--- config.mk ---
export PLATFORM = sky130hd
export DESIGN_NAME = cmma_ram
export DESIGN_NICKNAME = d
export VERILOG_FILES = /design/src/sv/cmma_ram.sv
export SDC_FILE = /design/constraint.sdc
export NUM_CORES = 1
export LEC_CHECK = 0
export BUFFER_PORTS_ARGS = -buffer_cell sky130_fd_sc_hd__clkbuf_2
export CORE_MARGIN = 2
export CORE_UTILIZATION = 30
export DETAILED_ROUTE_END_ITERATION = 16
export MAX_ROUTING_LAYER = met4
export SYNTH_ARGS = -nofsm -noshare
export SYNTH_HDL_FRONTEND = slang
export SYNTH_SLANG_ARGS = --single-unit
--- constraint.sdc ---
create_clock -name clk -period 8.25 [get_ports clk]
set_input_delay 1.2375 -clock clk [delete_from_list [all_inputs] [get_ports clk]]
set_output_delay 1.2375 -clock clk [all_outputs]
set_load 0.05 [all_outputs]
--- src/sv/cmma_ram.sv ---
// Simple dual-port RAM, one write and one registered read port.
// No dependencies.
module cmma_ram #(
  parameter int Depth = 16,
  parameter int AddrW = 4,
  parameter int DataW = 64
) (
  input  logic             clk,
  input  logic             we,
  input  logic [AddrW-1:0] waddr,
  input  logic [DataW-1:0] wdata,
  input  logic             re,
  input  logic [AddrW-1:0] raddr,
  output logic [DataW-1:0] rdata
);

  logic [DataW-1:0] mem [Depth];

  always_ff @(posedge clk) begin
    if (we) mem[waddr] <= wdata;
  end

  always_ff @(posedge clk) begin
    if (re) rdata <= mem[raddr];
  end

endmodule

Yosys cells after proc, flatten, opt, wreduce, memory -nomap -nowiden

Memory sizes are Yosys's and may differ from the RTL's. A register that Yosys moved wholly into a read port is not among the register bits.
Cells that the tools add are included.

Multiplexer cells: 2

Operators by type and width:

| kind   | number |
|---|---|
| $mux 1 | 2 |

Register bits: 0
RAM bits: 1024
Input port bits: 75
Word-level logic and storage cells: 3
Memories kept: 1

Memories:

| memory | depth | width | rd ports | clocked after Yosys merged registers in | write ports | RTL line | RTL |
|---|---|---|---|---|---|---|---|
| mem    | 16    | 64    | 1        | 1                                       | 1           | 17       | `logic [DataW-1:0] mem [Depth];` |

Longest topological paths before layout

Depth in word-level cells: 2
Gate-level depth with buffers: 6

Worst setup path after synthesis

Ideal clock, no wire load.

Path type: input-to-reg
From: input waddr[2]
To: memory mem[0][0], enable pin
Setup time: 565 ps
Arrival: 6101 ps
Data required time: 7685 ps
Slack: 1584 ps
Cell stages on the path: 2
Buffers on the path: 0
Cells stage by stage: or3b_2 nor3_1

RTL lines:

| element     | RTL line | RTL |
|---|---|---|
| from (decl) | 10       | `input logic [AddrW-1:0] waddr,` |
| to (decl)   | 17       |  |

Straight into the memory's write port.

==> impl_metrics.ini <==
[run_status]
status = complete, no violations

[cells_and_area]
design_area_um2 = 46460
nNetsFinal = 1910
final_common_cell = edfxtp_1
drive_gt1_frac = 0.3096
instances_no_fill = 3706
mostFrequentLayoutCells = edfxtp_1, mux4_2, clkbuf_2, a22oi_1, clkbuf_16
area_growth_pct = 15.50

[setup_path]
start_kind = primary input
crit_chain = buf_8 > buf_4 > mux4_2 > a22oi_1 > nand2_1
worstPathMaxFanout = 109
max_stage_delay_ns = 0.85
crit_type = primary input to flop
end_kind = flop
required_ns = 8.65
slowest_stage = buf_4
critPathTopFamily = buffers and inverters
critPathBufInv = 2
arrival_ns = 3.73

[floorplanning]
die_width_um = 370.2
die_area_um2 = 137000
ioPinCount = 139
num_rows = 134
die_y_um = 370.2
initial_core_util = 0.3018
design.core.area_um2 = 133300

[power]
p_int_mw = 9.035
p_switching_mw = 2.474
p_leak_nw = 14.47
switching_share = 0.2150
powerDensity_nw_per_um2 = 247.7
combPwrFrac = 0.053
seqPwrFrac = 0.545
clockPowerShare = 0.402
vdd_drop_max_mv = 0.2137

[clock_network]
cts_max_level = 3
cts_tree = yes
cts.sinks = 1088
clock_path_buffers = 3
numCtsBuffers = 102
cts_setup_buffers = 0
clock_latency_ns = 0.69
holdBufCountCts = 0
root_buffer = clkbuf_16
clkTransAtPathRegs_ns = 0.06
post_cts_resized = 0

[synth]
synth_top_area_cell = edfxtp_1
ys_warn_count = 0
yosysSeqAreaShare = 0.8123
synth_nets = 1722
ys_top_cells_by_area = edfxtp_1, mux4_2, a22oi_1, nand2_1, buf_6
ys_ff_latch = 1088
ys_types = 17
yosys.area.top_type_share = 0.8123
synth_area_um2 = 40220
avgSynthCellArea_um2 = 24.42
netlist_instances = 1647

[drt]
vias = 17990
drt-initial-drc-count = 1552
dr.pass1.iters = 5
ant_nets = 0
via_per_inst = 4.854
wire_per_inst_um = 24.97
drc_errors = 0
finalWirelength_mm = 92.52

[sta]
worst_pin_slew_ns = 1.366
max_clock_freq_mhz = 300.3
period_share = 0.4036
setup_viol = 0
period_minus_slack_ns = 3.330
clock_skew_ns = 0.04390
slew_headroom = 0.08964
fin_ws_ns = 4.920
rsz0062_at_grt = false
hold_viol_final = 0
tns_ns = 0
maxSlewViolCount = 0

[hold_path]
hp-class = flop to flop

[grt]
use_met2 = 0.2261
antenna_found_initial = 17
grtUsageTotal = 0.1379
grt_pass1_vias = 18990
grt_max_degree = 110
grt_overflow = 0
use_met3 = 0.02847
busiest_layer = met2
grt_pass1_wl_mm = 133.2
use_met1 = 0.1756

[run]
drv_cap = 0

[placed_design]
port_buffers = 138
placed_cells = 3498
hpwl_mm = 46.52
dp_slack_ns = 4.242
gp_congestion = 0.6907
placed_area_um2 = 43070
==> power groups by stage <==
stage	logic, mW	clock network [mW]	registers [mW]
floorplan	0.295	0	6.47
global placement	0.604	0	6.39
detailed placement	0.619	0	6.40
CTS	0.620	4.74	6.28
global route	0.652	4.94	6.29
finish	0.607	4.62	6.28
==> worst register-to-register path: stages (launching register included) <==
cell and delay, ns:
edfxtp_1 0.36, mux4_2 0.47, a22oi_1 0.33, nand2_1 0.13
==> per-stage QoR <==
stage	hold WS, ns	power (mW)	utilization
floorplan	0.7103	6.766	-
global placement	0.7254	6.996	0.3232
detailed placement	0.7367	7.018	0.3232
CTS	0.7371	11.64	0.3480
global route	0.7706	11.88	0.3485
finish	0.7346	11.51	0.3485
==> layout make-up <==
type | instances | area [um2]
fillers | 12140 | 86830
well taps | 1768 | 2212
repair buffers | 168 | 983.4
diodes | 16 | 40.04
flip-flops and latches | 1088 | 32670
multi-input cells | 475 | 7234
clock inverters | 73 | 703.2
clock buffers | 118 | 2613
==> path summary, 6_finish.rpt <==
check                                  from         to  slack (ns)  depth (start not counted)
worst min register to register  mem[14][18]  rdata[18]        0.73                          3
worst min-delay path            mem[14][18]  rdata[18]        0.73                          3
worst max register to register    mem[3][2]   rdata[2]        6.69                          3
worst max-delay path               raddr[1]  rdata[40]        4.92                          5
==> cells in the mapped netlist (all sizes together) <==
master  count
nand2b      2
a22oi     128
buf        48
nand3       1
mux4      256
or3b        1
nand3b      2
and2        1
nand2      65
edfxtp   1088
nor2       13
nor2b       2
nor3        4
clkbuf     36
==> flip-flops by register name, summed over array words and instances (netlist names) <==
name / count
rdata: 64
mem: 1024
==> cells by family (layout without fill, tap and decap cells) <==
group	count (synthesis)	after routing	synth area share
other	0	16	0
and+or+nand+nor	91	91	0.009270
buffers and inverters	84	359	0.01123
muxes	256	256	0.1433
DFF	1088	1088	0.8123
AOI/OAI and AO/OA	128	128	0.02389
==> layer usage <==
| metal | up-vias | share of wire | routed length [um] |
|---|---|---|---|
| met1 | 9816 | 0.42 | 38900 |
| li1 | 7515 | - | - |
| met2 | 547 | 0.50 | 46160 |
| met5 | - | 0 | 0 |
| met3 | 111 | 0.065 | 5987 |
| met4 | 0 | 0.016 | 1479 |
No activity file was read; power rests on OpenSTA's default activity.
